===== src/rtl/core/per_key_byte_accounting_table_defines.svh =====
// ----------------------------------------------------------------------------
// Assertion macros for the per-key byte accounting table
// Shared concurrent check forms, clocked on the rising edge and disabled in reset.
// ----------------------------------------------------------------------------
`ifndef PER_KEY_BYTE_ACCOUNTING_TABLE_DEFINES_SVH
`define PER_KEY_BYTE_ACCOUNTING_TABLE_DEFINES_SVH

// Same-cycle implication: the consequent must hold whenever the antecedent does.
`define PKBAT_ASSERT_NOW(label, clk, rst, ante, cons, msg) \
   label: assert property (@(posedge clk) disable iff (rst) (ante) |-> (cons)) \
      else $error(msg);

// Next-cycle implication: the consequent must hold in the cycle after the antecedent.
`define PKBAT_ASSERT_NEXT(label, clk, rst, ante, cons, msg) \
   label: assert property (@(posedge clk) disable iff (rst) (ante) |=> (cons)) \
      else $error(msg);

`endif


===== src/rtl/core/pkbat_ram.sv =====
// ----------------------------------------------------------------------------
// pkbat_ram
// Single-port synchronous RAM with a registered read port.
// ----------------------------------------------------------------------------
module pkbat_ram #(
   parameter int WIDTH = 8,
   parameter int DEPTH = 16
) (
   input  logic                     clock,
   input  logic                     we,
   input  logic                     re,
   input  logic [$clog2(DEPTH)-1:0] addr,
   input  logic [WIDTH-1:0]         wdata,
   output logic [WIDTH-1:0]         rdata
);

   logic [WIDTH-1:0] mem_ff [DEPTH];
   logic [WIDTH-1:0] rdata_ff;

   // Write port and registered read; read data holds between reads.
   always_ff @(posedge clock) begin
      if (we) begin
         mem_ff[addr] <= wdata;
      end
      if (re) begin
         rdata_ff <= mem_ff[addr];
      end
   end

   assign rdata = rdata_ff;

endmodule


===== config.mk =====
export PLATFORM = sky130hd
export DESIGN_NAME = pkbat_ram
export DESIGN_NICKNAME = d
export VERILOG_FILES = /design/src/rtl/core/per_key_byte_accounting_table_defines.svh /design/src/rtl/core/pkbat_ram.sv
export SDC_FILE = /design/constraint.sdc
export NUM_CORES = 1
export LEC_CHECK = 0
export ABC_AREA = 1
export BUFFER_PORTS_ARGS = -buffer_cell sky130_fd_sc_hd__buf_2
export CAP_MARGIN = 20
export CORE_MARGIN = 1
export CORE_UTILIZATION = 50
export DETAILED_ROUTE_END_ITERATION = 12
export GPL_TIMING_DRIVEN = 0
export MAX_ROUTING_LAYER = met4
export PLACE_DENSITY = 0.67
export SYNTH_ARGS = -nofsm -noshare
export SYNTH_HDL_FRONTEND = slang
export SYNTH_SLANG_ARGS = --single-unit

===== constraint.sdc =====
create_clock -name clock -period 2 [get_ports clock]
set_clock_uncertainty 0.15 [all_clocks]
set_input_delay 0.1 -clock clock [delete_from_list [all_inputs] [get_ports clock]]
set_output_delay 0.1 -clock clock [all_outputs]
set_load 0.02 [all_outputs]

==> flow_summary.toml, run 1 <==
[timing]
setup_ws_ps = 223.8
hold_viol_final = 0
finalMaxSlewViolations = 0
hold_ws_ps = 201.2
grt_setup_unrepaired = "no"
tightest_slew_ps = 790.7
finalSetupViolCount = 0
max_slew_margin_pct = 47.09
fmax_mhz = 563.0
fin_crit_ps = 1776
timing.final.crit_share_pct = 88.81

[cts]
cts_tree = "yes"
clkTransAtPathRegs_ps = 50
cts_max_level = 4
clk_latency_ps = 410
clock_sinks = 136
ctsRootBufferMaster = "clkbuf_16"
post_cts.repair.setup_buffers = 0
cts.repair.resized = 0
clockBufferDepth = 2
cts_made_buffers = 17

[route]
antenna_left = 0
dr.pass1.iters = 5
wl_met1_um = 5511
vias = 3766
wl_per_cell_um = 16.43
vias_per_cell = 5.021
wl_met2_um = 5928
dr_wl_met3_um = 669
drc = 0
drtIter0Drc = 354
highest_layer = "met4"
wirelength_um = 12320

[placed_design]
placedInstanceArea_um2 = 5953
io_buffer_count = 21
post-place-ws_ps = -201.6
dp_cells = 709
gp_congestion = 0.8656
dp_hpwl_um = 7925

[critical_path]
path_max_fanout = 10
worstSetupEndpointType = "register"
start_kind = "input pin"
crit_arrival_ps = 1660
cp_num_cells = 4
path_buf_inv = 2
cp.required_ps = 1890
reg2reg_depth = 8
critPathKind = "input pin to register"
slowest_stage = "nor2_1"
worstPathCellList = "buf_2 -> clkbuf_1 -> nand3_1 -> nor2_1"
cp_top_family = "simple AND/OR/NAND/NOR gates"
cp_slowest_stage_delay_ps = 680

[power]
p_leak_nw = 2.844
powerDensity_nw_per_um2 = 1030
power_mw = 6.855
peakVddDrop_uv = 654.2

[die]
dieArea_um2 = 11780
die_x_um = 108.5
chipHeight_um = 108.5
coreArea_um2 = 10940
row_count = 38
io_pins = 23
start_util_pct = 51.88

[layout]
drive_gt1_share_pct = 11.15
diodes = 0
postLayoutCellArea_um2 = 6654
syn2layout_area_growth_pct = 17.29
final_cells = 750
fin_nets = 612

[synth]
synth-seq-cells = 136
synth.area.top_cells = "edfxtp_1, nand2_1, inv_1"
netlist_instances = 548
synthesis.nets = 563
synth_seq_area_share_pct = 71.99
yosys.area.top_type_share_pct = 71.99
yosys_warnings = 0
avgSynthCellArea_um2 = 10.35
ys_types = 10
syn_area_um2 = 5673
yosysTopAreaCell = "edfxtp_1"

[global_route]
grt_max_degree = 17
antenna_found_initial = 0
grt_pass1_wl_um = 19700
grt-ovfl-total = 0
grt.total_usage_pct = 24.48
grt_pass1_vias = 3798

[min_path]
min_path_cells = 7
hold_path.class = "input pin to register"

[flow_run]
maxCapViolCount = 0

[run_status]
status = "finished, final reports clean"
==> flip-flops by register name (all words and copies together) (netlist names) <==
| register | cells |
|---|---|
| rdata | 8 |
| mem_ff | 128 |
==> cell families after synthesis <==
group / after synthesis / synth area share (%)
flip-flops: 136 / 71.99
AND/OR/NAND/NOR: 368 / 24.44
buffers and inverters: 44 / 3.573
==> per-stage QoR <==
stage               utilization [%]  setup TNS, ps
floorplan                         -              0
global placement              54.44          -8904
detailed placement            54.44         -12740
CTS                           60.85              0
global route                  60.85              0
finish                        60.85              0
==> path summary, 6_finish.rpt <==
kind | slack, ps | end | startpoint
worst max-delay path | 220 | mem_ff[2][5] | addr[1]
worst min-delay path | 200 | rdata[1] | addr[1]
worst max register to register | 670 | rdata[2] | mem_ff[7][2]
worst min register to register | 660 | rdata[0] | mem_ff[8][0]
==> synthesized netlist by cell type, drive strengths merged <==
master  count
nand3       4
buf        18
edfxtp    136
nor2       18
clkinv      1
nand2     346
clkbuf      3
inv        22
==> where the power goes <==
part	switching (mW)	internal, mW	total [mW]
Sequential	0.0149	3.21	3.23
Combinational	0.301	0.118	0.419
Clock	1.14	2.07	3.21
Total	1.46	5.40	6.85
==> worst register-to-register path: stages, from the launching register on <==
cell,delay [ps]
edfxtp_1,370
nand2_1,80
nand2_1,50
nand2_1,60
nand2_1,60
nand2_1,60
nand2_1,60
inv_1,90
nand2_1,90
==> placed cells by master (no fill, tap or decap) <==
cell type,instances
inv_1,21
clkinv_1,4
dlygate4sd3_1,9
clkinv_2,2
nand2_1,346
inv_2,1
nor2_1,18
clkinv_4,2
clkbuf_1,4
buf_4,6
buf_2,33
nand3_1,4
clkinvlp_4,3
clkbuf_16,17
edfxtp_1,136
bufinv_16,4
==> layer usage <==
metal  track usage, %  vias up
met1            32.54     1771
met3            5.244       13
li1                 -     1861
met5                -        -
met2            36.89      121
met4            9.749        0
==> layout make-up <==
class                      instances  area, um^2
buffer                            21       116.4
timing repair buffer              30       195.2
clock inverter                    14       181.4
fill                             902        4282
inverter                          23       86.33
tap                              140       175.2
clock buffer                      18       429.2
sequential                       136        4084
multi-input combinational        368        1386
==> timing repair <==
| action | in CTS | in global routing |
|---|---|---|
| setup endpoints to repair | 0 | 0 |
| endpoints found under the hold margin | 136 | 0 |
| hold buffers | 9 | 0 |
Power figures use the tool's default switching activity.
==> run 2: changes to the inputs <==
--- a/config.mk
+++ b/config.mk
@@ -6,14 +6,13 @@
 export NUM_CORES = 1
 export LEC_CHECK = 0
 export ABC_AREA = 1
-export BUFFER_PORTS_ARGS = -buffer_cell sky130_fd_sc_hd__buf_2
 export CAP_MARGIN = 20
 export CORE_MARGIN = 1
-export CORE_UTILIZATION = 50
+export CORE_UTILIZATION = 45
 export DETAILED_ROUTE_END_ITERATION = 12
+export DONT_BUFFER_PORTS = 1
 export GPL_TIMING_DRIVEN = 0
 export MAX_ROUTING_LAYER = met4
-export PLACE_DENSITY = 0.67
 export SYNTH_ARGS = -nofsm -noshare
 export SYNTH_HDL_FRONTEND = slang
 export SYNTH_SLANG_ARGS = --single-unit
==> flow_summary.toml, run 2 (synthesis results as in run 1) <==
[cts]
cts_made_buffers = 17
clk_latency_ps = 420
cts_tree = "yes"
clockBufferDepth = 2
clock_sinks = 136
ctsRootBufferMaster = "clkbuf_16"
cts_max_level = 4
post_cts.repair.setup_buffers = 0
clkTransAtPathRegs_ps = 60

[critical_path]
reg2reg_depth = 8
path_max_fanout = 10
cp_top_family = "simple AND/OR/NAND/NOR gates"
r2r-start = "mem_ff[3][3]"
worstPathCellList = "buf_2 -> clkbuf_1 -> nand3_1 -> nor2_1"
crit_arrival_ps = 1700
start_kind = "input pin"
r2r_slack_ps = 690
slowest_stage = "nor2_1"
timing.rr.end = "rdata[3]"
path_buf_inv = 2
worstSetupEndpointType = "register"
cp_slowest_stage_delay_ps = 670
cp.required_ps = 1900
critPathKind = "input pin to register"

[layout]
largest_register_ff_count = 128
multi_input_area_um2 = 1389
postLayoutCoreUtil_pct = 53.94
final_cell_mix = "nand2_1, edfxtp_1, inv_1, nor2_1, clkbuf_16"
fin_nets = 591
final_common_cell = "nand2_1"
postLayoutCellArea_um2 = 6560
final_cells = 756
diodes = 0
ff_latch_area_um2 = 4084
fillers = 1044
syn2layout_area_growth_pct = 15.64
top_register = "mem_ff"
drive_gt1_share_pct = 8.673

[global_route]
grt-ovfl-total = 0
antenna_found_initial = 0
grt.total_usage_pct = 22.60
grt_pass1_wl_um = 19990
grt_max_degree = 17
grt_pass1_vias = 3676

[die]
chipHeight_um = 114.3
die_x_um = 114.3
dieArea_um2 = 13060
start_util_pct = 46.65
io_pins = 23
row_count = 40
coreArea_um2 = 12160

[route]
vias_per_cell = 4.844
antenna_left = 0
drc = 0
dr.pass1.iters = 5
vias = 3662
wl_per_cell_um = 16.72
drtIter0Drc = 296
wirelength_um = 12640

[placed_design]
dp_cells = 716
placedInstanceArea_um2 = 5883
io_buffer_count = 0
gp_congestion = 0.8357
dp_hpwl_um = 7941

[flow_run]
maxCapViolCount = 0

[power]
powerDensity_nw_per_um2 = 1020
swShare_pct = 21.58
p_int_mw = 5.250
power_frac_comb_pct = 5.6
pwr-share-clk_pct = 45.9
pwr-share-seq_pct = 48.5
peakVddDrop_uv = 629.7
p_sw_mw = 1.445
p_leak_nw = 2.751

[min_path]
min_path_cells = 2
hold_end = "mem_ff[15][5]"
hold_path.class = "input pin to register"
hold_path_startpoint = "addr[2]"

[timing]
finalSetupTns_ps = 0
tightest_slew_ps = 838.9
timing.final.crit_share_pct = 90.17
fmax_mhz = 554.5
grt_setup_unrepaired = "no"
finalMaxSlewViolations = 0
hold_viol_final = 0
max_slew_margin_pct = 43.89
finalSetupViolCount = 0
fin_crit_ps = 1803

[run_status]
status = "finished, final reports clean"
run 2: cell types whose count changed in the layout (fill, tap and decap cells not counted), sizes merged:
cell      change
buf          -21
bufinv        -1
clkbuf        -1
clkinvlp      +1
run 2: per-layer routing:
| layer | track usage (%) | vias up | share of wire (%) |
|---|---|---|---|
| met5 | - | - | 0 |
| met4 | 9.177 | 0 | 1.6 |
| li1 | - | 1820 | - |
| met3 | 4.447 | 16 | 6.3 |
| met2 | 34.83 | 127 | 48 |
| met1 | 29.57 | 1699 | 45 |
run 2: worst register-to-register path, delay by kind of cell (launching register included):
family / cells / cell delay [ps]
AND/OR/NAND/NOR: 7 / 440
flip-flops: 1 / 360
buffers and inverters: 1 / 90
run 2: how the worst max path moves through the flow:
stage | from | end | slack [ps] | depth (start not counted)
2_1_floorplan | addr[1] | mem_ff[3][0] | 370 | 4
3_3_place_gp | addr[1] | mem_ff[10][7] | -210 | 4
3_5_place_dp | addr[1] | mem_ff[2][7] | -250 | 4
4_1_cts | addr[1] | mem_ff[3][0] | 190 | 4
5_1_grt | addr[1] | mem_ff[3][0] | 4 | 4
6_report | addr[1] | mem_ff[3][0] | 200 | 4
run 2: repair_timing:
action,4_1_cts,5_1_grt
endpoints found under the hold margin,136,0
hold buffers,9,0
resized for setup,0,1
setup endpoints to repair,0,5
run 2: final cells by class:
class / instances / share of cell area (%)
inverters: 23 / 1.316
well taps: 168 / 3.204
clock buffers: 17 / 6.485
flip-flops and latches: 136 / 62.25
plain buffers: 21 / 1.774
clock inverters: 14 / 2.422
multi-input cells: 368 / 21.17
repair buffers: 9 / 1.373
run 2: per-stage QoR:
stage               setup slack, ps  total power, mW  hold WS [ps]
floorplan                     372.8            3.524         48.87
global placement             -206.3            3.610         49.79
detailed placement           -252.1            3.616         49.63
CTS                           192.4            6.743         48.10
global route                  4.323            6.894         46.45
finish                        196.6            6.694         12.39
run 2: power by group through the flow:
stage | Sequential (mW) | Combinational, mW | Clock, mW
floorplan | 3.30 | 0.220 | 0
global placement | 3.31 | 0.305 | 0
detailed placement | 3.31 | 0.309 | 0
CTS | 3.25 | 0.374 | 3.12
global route | 3.25 | 0.424 | 3.22
finish | 3.25 | 0.374 | 3.07
