<file path="config.mk">
export PLATFORM = sky130hd
export DESIGN_NAME = pkbat_update
export DESIGN_NICKNAME = d
export VERILOG_FILES = /design/src/rtl/core/per_key_byte_accounting_table_defines.svh /design/src/rtl/core/pkbat_pkg.sv /design/src/rtl/core/pkbat_update.sv
export SDC_FILE = /design/constraint.sdc
export NUM_CORES = 1
export LEC_CHECK = 0
export ABC_CLOCK_PERIOD_IN_PS = 9500
export BUFFER_PORTS_ARGS = -buffer_cell sky130_fd_sc_hd__buf_4
export CAP_MARGIN = 40
export CORE_ASPECT_RATIO = 0.75
export CORE_UTILIZATION = 45
export DETAILED_ROUTE_END_ITERATION = 10
export PLACE_DENSITY_LB_ADDON = 0.08
export SETUP_SLACK_MARGIN = 0.05
export SYNTH_ARGS = -nofsm -noshare
export SYNTH_HDL_FRONTEND = slang
export SYNTH_SLANG_ARGS = --single-unit
</file>
<file path="constraint.sdc">
create_clock -name vclk -period 9.5
set_input_delay 0.475 -clock vclk [all_inputs]
set_output_delay 0.475 -clock vclk [all_outputs]
set_load 0.01 [all_outputs]
</file>
<file path="src/rtl/core/per_key_byte_accounting_table_defines.svh">
// ----------------------------------------------------------------------------
// Assertion macros for the per-key byte accounting table
// Shared concurrent check forms, clocked on the rising edge and disabled in reset.
// ----------------------------------------------------------------------------
`ifndef PER_KEY_BYTE_ACCOUNTING_TABLE_DEFINES_SVH
`define PER_KEY_BYTE_ACCOUNTING_TABLE_DEFINES_SVH

// Same-cycle implication: the consequent must hold whenever the antecedent does.
`define PKBAT_ASSERT_NOW(label, clk, rst, ante, cons, msg) \
   label: assert property (@(posedge clk) disable iff (rst) (ante) |-> (cons)) \
      else $error(msg);

// Next-cycle implication: the consequent must hold in the cycle after the antecedent.
`define PKBAT_ASSERT_NEXT(label, clk, rst, ante, cons, msg) \
   label: assert property (@(posedge clk) disable iff (rst) (ante) |=> (cons)) \
      else $error(msg);

`endif

</file>
<file path="src/rtl/core/pkbat_pkg.sv">
// ----------------------------------------------------------------------------
// pkbat_pkg
// Types and constants shared by the per-key byte accounting table modules.
// ----------------------------------------------------------------------------
package pkbat_pkg;

   // Table geometry.
   localparam int TABLE_ENTRIES = 1024;
   localparam int IDX_W         = $clog2(TABLE_ENTRIES);
   localparam int CNT_W         = $clog2(TABLE_ENTRIES + 1);

   // Field widths.
   localparam int KEY_W    = 32;
   localparam int AMT_W    = 33;
   localparam int TOTAL_W  = 64;
   localparam int KWORD_W  = KEY_W + 1;
   localparam int TWORD_W  = 2 * TOTAL_W;
   localparam int HALF_W   = 16;
   localparam int HASH_W   = HALF_W + CNT_W;

   // Operation codes of an input item.
   typedef enum logic [1:0] {
      OP_SENT = 2'd0,
      OP_RECV = 2'd1,
      OP_READ = 2'd2
   } op_type;

   // Result status codes.
   typedef enum logic [2:0] {
      ST_UPDATED  = 3'd0,
      ST_INSERTED = 3'd1,
      ST_IGNORED  = 3'd2,
      ST_FULL     = 3'd3,
      ST_HIT      = 3'd4,
      ST_MISS     = 3'd5
   } status_type;

   // Sequencer states.
   typedef enum logic [1:0] {
      S_CLEAR,
      S_IDLE,
      S_LOOK,
      S_CHECK
   } state_type;

   // Outcome of one probe, from the update logic to the sequencer.
   typedef struct packed {
      logic                done;
      logic                wr_key;
      logic                wr_tot;
      status_type          status;
      logic [TOTAL_W-1:0]  sent;
      logic [TOTAL_W-1:0]  recv;
   } upd_type;

endpackage

</file>
<file path="src/rtl/core/pkbat_update.sv">
// ----------------------------------------------------------------------------
// pkbat_update
// Judges one probed slot against the current item and forms the new totals.
// ----------------------------------------------------------------------------
module pkbat_update (
   input  logic [1:0]                     op,
   input  logic [pkbat_pkg::KEY_W-1:0]    key,
   input  logic signed [pkbat_pkg::AMT_W-1:0] amount,
   input  logic [pkbat_pkg::KWORD_W-1:0]  key_word,
   input  logic [pkbat_pkg::TWORD_W-1:0]  tot_word,
   input  logic                           last_probe,
   output pkbat_pkg::upd_type             upd
);
   import pkbat_pkg::*;

   logic               trivial;
   logic               recv_skip;
   logic               slot_used;
   logic               hit;
   logic [TOTAL_W-1:0] amt64;
   logic [TOTAL_W-1:0] cur_sent;
   logic [TOTAL_W-1:0] cur_recv;

   // Decode the item and the probed slot.
   always_comb begin
      trivial   = (key == '0) || !((op == OP_SENT) || (op == OP_RECV) || (op == OP_READ));
      recv_skip = (op == OP_RECV) && (amount[AMT_W-1] || (amount == '0));
      slot_used = key_word[KWORD_W-1];
      hit       = slot_used && (key_word[KEY_W-1:0] == key);
      amt64     = {{(TOTAL_W-AMT_W){amount[AMT_W-1]}}, amount};
      cur_sent  = tot_word[TWORD_W-1:TOTAL_W];
      cur_recv  = tot_word[TOTAL_W-1:0];
   end

   // Outcome of the probe: resolve now, or move to the next slot.
   always_comb begin
      upd        = '0;
      upd.status = ST_IGNORED;
      if (trivial) begin
         upd.done = 1'b1;
      end else if (hit) begin
         upd.done = 1'b1;
         upd.sent = cur_sent;
         upd.recv = cur_recv;
         if (op == OP_READ) begin
            upd.status = ST_HIT;
         end else if (!recv_skip) begin
            upd.status = ST_UPDATED;
            upd.wr_tot = 1'b1;
            if (op == OP_SENT) begin
               upd.sent = cur_sent + amt64;
            end else begin
               upd.recv = cur_recv + amt64;
            end
         end
      end else if (!slot_used || last_probe) begin
         // The key is absent: a free slot ends the chain, or every slot was seen.
         upd.done = 1'b1;
         if (op == OP_READ) begin
            upd.status = ST_MISS;
         end else if (recv_skip) begin
            upd.status = ST_IGNORED;
         end else if (!slot_used) begin
            upd.status = ST_INSERTED;
            upd.wr_key = 1'b1;
            upd.wr_tot = 1'b1;
            upd.sent   = (op == OP_SENT) ? amt64 : '0;
            upd.recv   = (op == OP_RECV) ? amt64 : '0;
         end else begin
            upd.status = ST_FULL;
         end
      end
   end

endmodule
</file>
==> flow_summary.yaml, run 1 <==
final_layout:
  clkbuf_count: 0
  drive_above_1_share: 0.210
  seq_cells: 0
  final_util: 0.589
  seqCellArea_sq_um: 0
  antenna_cells: 0
  syn_to_final_growth_pct: 27.3
  nets: 2307
cts:
  post_cts_resized: 0
  cts-hold-fix-buffers: 0
  cts_setup_buffers: 0
critical_path:
  critPathSlowestCell: "buf_4"
  crit_fanout: 62
  path_cells: "buf_4 > buf_4 > ha_1 > a21oi_1 > o21ai_0 > a221oi_1 > o21ai_0 > a21oi_1 > o22ai_1 > o41ai_4 > nor3b_1 > a221o_1 > a21oi_1 > xor2_1 > a21oi_1 > buf_4"
  crit_top_cell: "a21oi_1"
  cp-start-kind: "input port"
  critPathMaxStageDelay_ns: 0.61
  crit_path_end: "upd[124]"
  path_class: "in2out"
  end_kind: "output port"
  cp.arrival_ns: 4.62
  worst_ep_required_time_ns: 9.03
  crit_start: "amount[32]"
timing:
  worst_slew_pin_slew_ns: 0.839
  slew_headroom: 0.439
  grt_setup_unrepaired: "no"
  finalCriticalPeriod_ns: 5.09
  max_freq_ghz: 0.196
  setup_viol: 0
  fin_setup_tns_ns: 0
  min_period_over_period: 0.536
  timing_hold_violations_final: 0
  drv_slew: 0
die:
  design.core.area_sq_um: 22200
  dieHeight_um: 133
  initial_core_util: 0.463
  die-area_sq_um: 23500
  die_w_um: 177
  num_rows: 47
  ios: 363
logic_synthesis:
  synth_cell_types: 77
  synth_commonest_cells: "279 x a21oi_1, 243 x nand2_1, 156 x o21ai_0"
  netlist_instances: 1681
  netlist.area_leader.share: 0.153
  syn_area_sq_um: 10300
  synth_top_area_cell: "ha_1"
  synth.most_common_cell: "a21oi_1"
  synth_area_per_cell_sq_um: 6.12
  syn_nets: 2038
  synthTopCellsByArea: "ha_1 15%, a21oi_1 14%, nand2_1 8.9%"
  ys_warn_count: 0
  synth_sequential_area_ratio: 0
global_routing:
  grt_pass1_wl_um: 66700
  grtUsageTotal: 0.346
  antenna_found_initial: 0
  grt_max_degree: 77
  gr-total-overflow: 0
  grt_pass1_vias: 12336
drt:
  wire_per_inst_um: 19.0
  vias_per_cell: 6.16
  ant_nets: 0
  dr.pass1.iters: 6
  drt_wl_total_um: 42500
  vias: 13805
  drc: 0
  drtIter0Drc: 1341
flow_run:
  maxCapViolCount: 0
worst_hold_path:
  hold_path_class: "in2out"
placement:
  gp_congestion: 0.969
  hpwl_um: 34400
  portBuffers: 363
power:
  powerDensity_nw_per_um2: 59.1
  cellLeakagePower_nw: 6.11
  peakVddDrop_mv: 0.0239
run_status:
  outcome: "completed"
## cells in the final DEF (no fill, tap or decap), drive strengths merged, types with 33 or more instances in the layout
master,count
inv,42
nand4,42
o21ai,159
ha,126
nor4,33
a31oi,37
nand2,243
xnor2,61
a21oi,281
a21o,55
xor2,87
buf,375
nor2,130
## routing by layer
layer | vias up | track usage | part of all wire
met5 | - | 0 | 0
met4 | 0 | 0.0872 | 0.029
met3 | 91 | 0.0345 | 0.089
met2 | 703 | 0.517 | 0.41
met1 | 6301 | 0.520 | 0.47
li1 | 6710 | - | -
## area by class of cell
type | count | area (sq um)
inverter | 42 | 158
fill | 2277 | 9130
multi-input combinational | 1531 | 9750
tap | 294 | 368
timing repair buffer | 375 | 2820
## metrics by stage
stage | hold slack (ns) | cells | setup WS, ns | power [W] | instance area [sq um]
final | 1.24 | 2242 | 4.41 | 0.000774 | 13100
after global routing | 1.27 | 2242 | 4.15 | 0.000848 | 13100
after CTS | 1.25 | 2242 | 4.50 | 0.000757 | 13100
after detailed placement | 1.24 | 2242 | 4.52 | 0.000752 | 13100
after global placement | 1.25 | 2241 | 4.58 | 0.000750 | 13100
after floorplan | 1.00 | 1681 | 5.67 | 0.000502 | 10300
## worst min-delay path by stage
stage	startpoint	to	slack (ns)	cells after the start
6_report	last_probe	upd[133]	1.24	3
5_1_grt	last_probe	upd[133]	1.27	3
4_1_cts	last_probe	upd[133]	1.25	3
3_5_place_dp	last_probe	upd[133]	1.24	3
3_3_place_gp	last_probe	upd[133]	1.25	3
2_1_floorplan	op[1]	upd[131]	1.00	1
## report_power, final
part	switching [W]	internal [W]	total, W
clock	0	0	0
sequential	0	0	0
combinational	0.000453	0.000321	0.000774
## cell families after synthesis
family | after synthesis | synth area share
adders and majority gates | 128 | 0.157
buffers and inverters | 150 | 0.0567
muxes | 1 | 0.000973
AOI/OAI and AO/OA | 675 | 0.396
and+or+nand+nor | 579 | 0.264
xor gates and xnor gates | 148 | 0.126
## worst max-delay path, delay by kind of cell
kind            cells  cell delay (ns)
compound gates     10             2.40
buf+inv             3             0.94
fa+ha+maj           1             0.44
xor+xnor            1             0.17
simple gates        1             0.13
Power figures use the tool's default switching activity.
==> inputs of run 2 (changes only) <==
ABC_CLOCK_PERIOD_IN_PS = 5100   (was 9500)
clock period = 5.1 ns   (was 9.5 ns; I/O delays follow)
==> run 2 against run 1 <==
Setup slack worse by 3.6 ns. Die area stayed put. Highest routed layer unchanged. Total power rose by 88%. Count of clock-buffer cells in the layout did not move. First-iteration DRC count up 11%. Routed wire length is 1.2% higher. Critical endpoint is now upd[60]. Worst hold slack worse by 0.44 ns. Via count increased by 1.4%. Critical path depth rose by 1. Utilization up 0.14 points. Largest cell class unchanged.
==> flow_summary.yaml, run 2 (synthesis gave the netlist of run 1 again) <==
drt:
  drtIter0Drc: 1495
  dr.pass1.iters: 5
  drc: 0
  wire_per_inst_um: 19.2
  ant_nets: 0
  drt_wl_total_um: 43100
  vias_per_cell: 6.23
  vias: 14001
run_status:
  outcome: "completed"
cts:
  cts_setup_buffers: 0
  post_cts_resized: 0
  cts-hold-fix-buffers: 0
die:
  ios: 363
  design.core.area_sq_um: 22200
  die-area_sq_um: 23500
  die_w_um: 177
  dieHeight_um: 133
  num_rows: 47
  initial_core_util: 0.463
placement:
  pre_cts_ws_ns: 0.914
  hpwl_um: 35200
  portBuffers: 363
  gp_congestion: 0.991
worst_hold_path:
  hold_path_class: "in2out"
critical_path:
  cp.arrival_ns: 3.99
  crit_buf_inv: 3
  path_cells: "buf_4 > ha_1 > inv_1 > fa_1 > nand2b_1 > a21oi_1 > o221ai_2 > o22ai_2 > a211oi_2 > nor2_1 > a31oi_1 > o41ai_2 > a31oi_1 > nor3_1 > o21ai_0 > a32o_1 > buf_4"
  path_class: "in2out"
  critPathSlowestCell: "o41ai_2"
  end_kind: "output port"
  cp-start-kind: "input port"
  critPathMaxStageDelay_ns: 0.44
  worst_ep_required_time_ns: 4.85
  crit_fanout: 5
  critPathTopFamily: "compound AO/OA/AOI/OAI gates"
power:
  powerDensity_nw_per_um2: 111
  cellLeakagePower_nw: 6.13
  peakVddDrop_mv: 0.0528
global_routing:
  grt_pass1_vias: 12295
  grtUsageTotal: 0.345
  antenna_found_initial: 0
  gr-total-overflow: 0
  grt_pass1_wl_um: 66400
  grt_max_degree: 76
timing:
  max_freq_ghz: 0.235
  grt_setup_unrepaired: "no"
  worst_slew_pin_slew_ns: 0.857
  slew_headroom: 0.427
  setup_viol: 0
  min_period_over_period: 0.833
  setup_slack_ns: 0.852
  drv_slew: 0
  finalCriticalPeriod_ns: 4.25
  fin_setup_tns_ns: 0
  timing_hold_violations_final: 0
flow_run:
  maxCapViolCount: 0
final_layout:
  nets: 2312
  antenna_cells: 0
  drive_above_1_share: 0.212
  layout_commonest_cell: "buf_4"
  seqCellArea_sq_um: 0
  clkbuf_count: 0
  final_util: 0.591
  layout_common_cells: "380 x buf_4, 279 x a21oi_1, 243 x nand2_1, 156 x o21ai_0"
  syn_to_final_growth_pct: 27.6
  seq_cells: 0
## run 2: changes by cell type in the layout (fill, tap and decap cells not counted), sizes merged
cell / before / now
buf: 375 / 380
## run 2: power by group
group	total [W]	switching [W]	internal, W
Combinational	0.00145	0.000851	0.000602
Clock	0	0	0
Sequential	0	0	0
## run 2: stage by stage
step	area (sq um)	power (W)	hold slack, ns	instances
after floorplan	10300	0.000935	0.564	1681
after global placement	13100	0.00141	0.802	2247
after detailed placement	13100	0.00141	0.803	2247
after CTS	13100	0.00142	0.803	2247
after global routing	13100	0.00159	0.818	2247
final	13100	0.00145	0.801	2247
## run 2: layout make-up
cell class / instances / area [sq um]
fillers: 2276 / 9100
well taps: 294 / 368
repair buffers: 380 / 2850
inverters: 42 / 158
multi-input cells: 1531 / 9750
## run 2: worst paths after layout
check                      start       end  slack (ns)  cells past startpoint
worst max-delay path   amount[0]   upd[60]        0.85                     17
worst min-delay path  last_probe  upd[133]        0.80                      3
## run 2: metal layers
| metal | GRT usage | routed length, um | share of wire |
|---|---|---|---|
| met3 | 0.0374 | 4190 | 0.097 |
| met2 | 0.520 | 18000 | 0.42 |
| met5 | 0 | 0 | 0 |
| met1 | 0.519 | 19900 | 0.46 |
| met4 | 0.0723 | 1030 | 0.024 |
## run 2: tightest hold or removal path, cell delays in order
cell and delay, ns:
buf_4 0.09, or3_1 0.09, buf_4 0.11
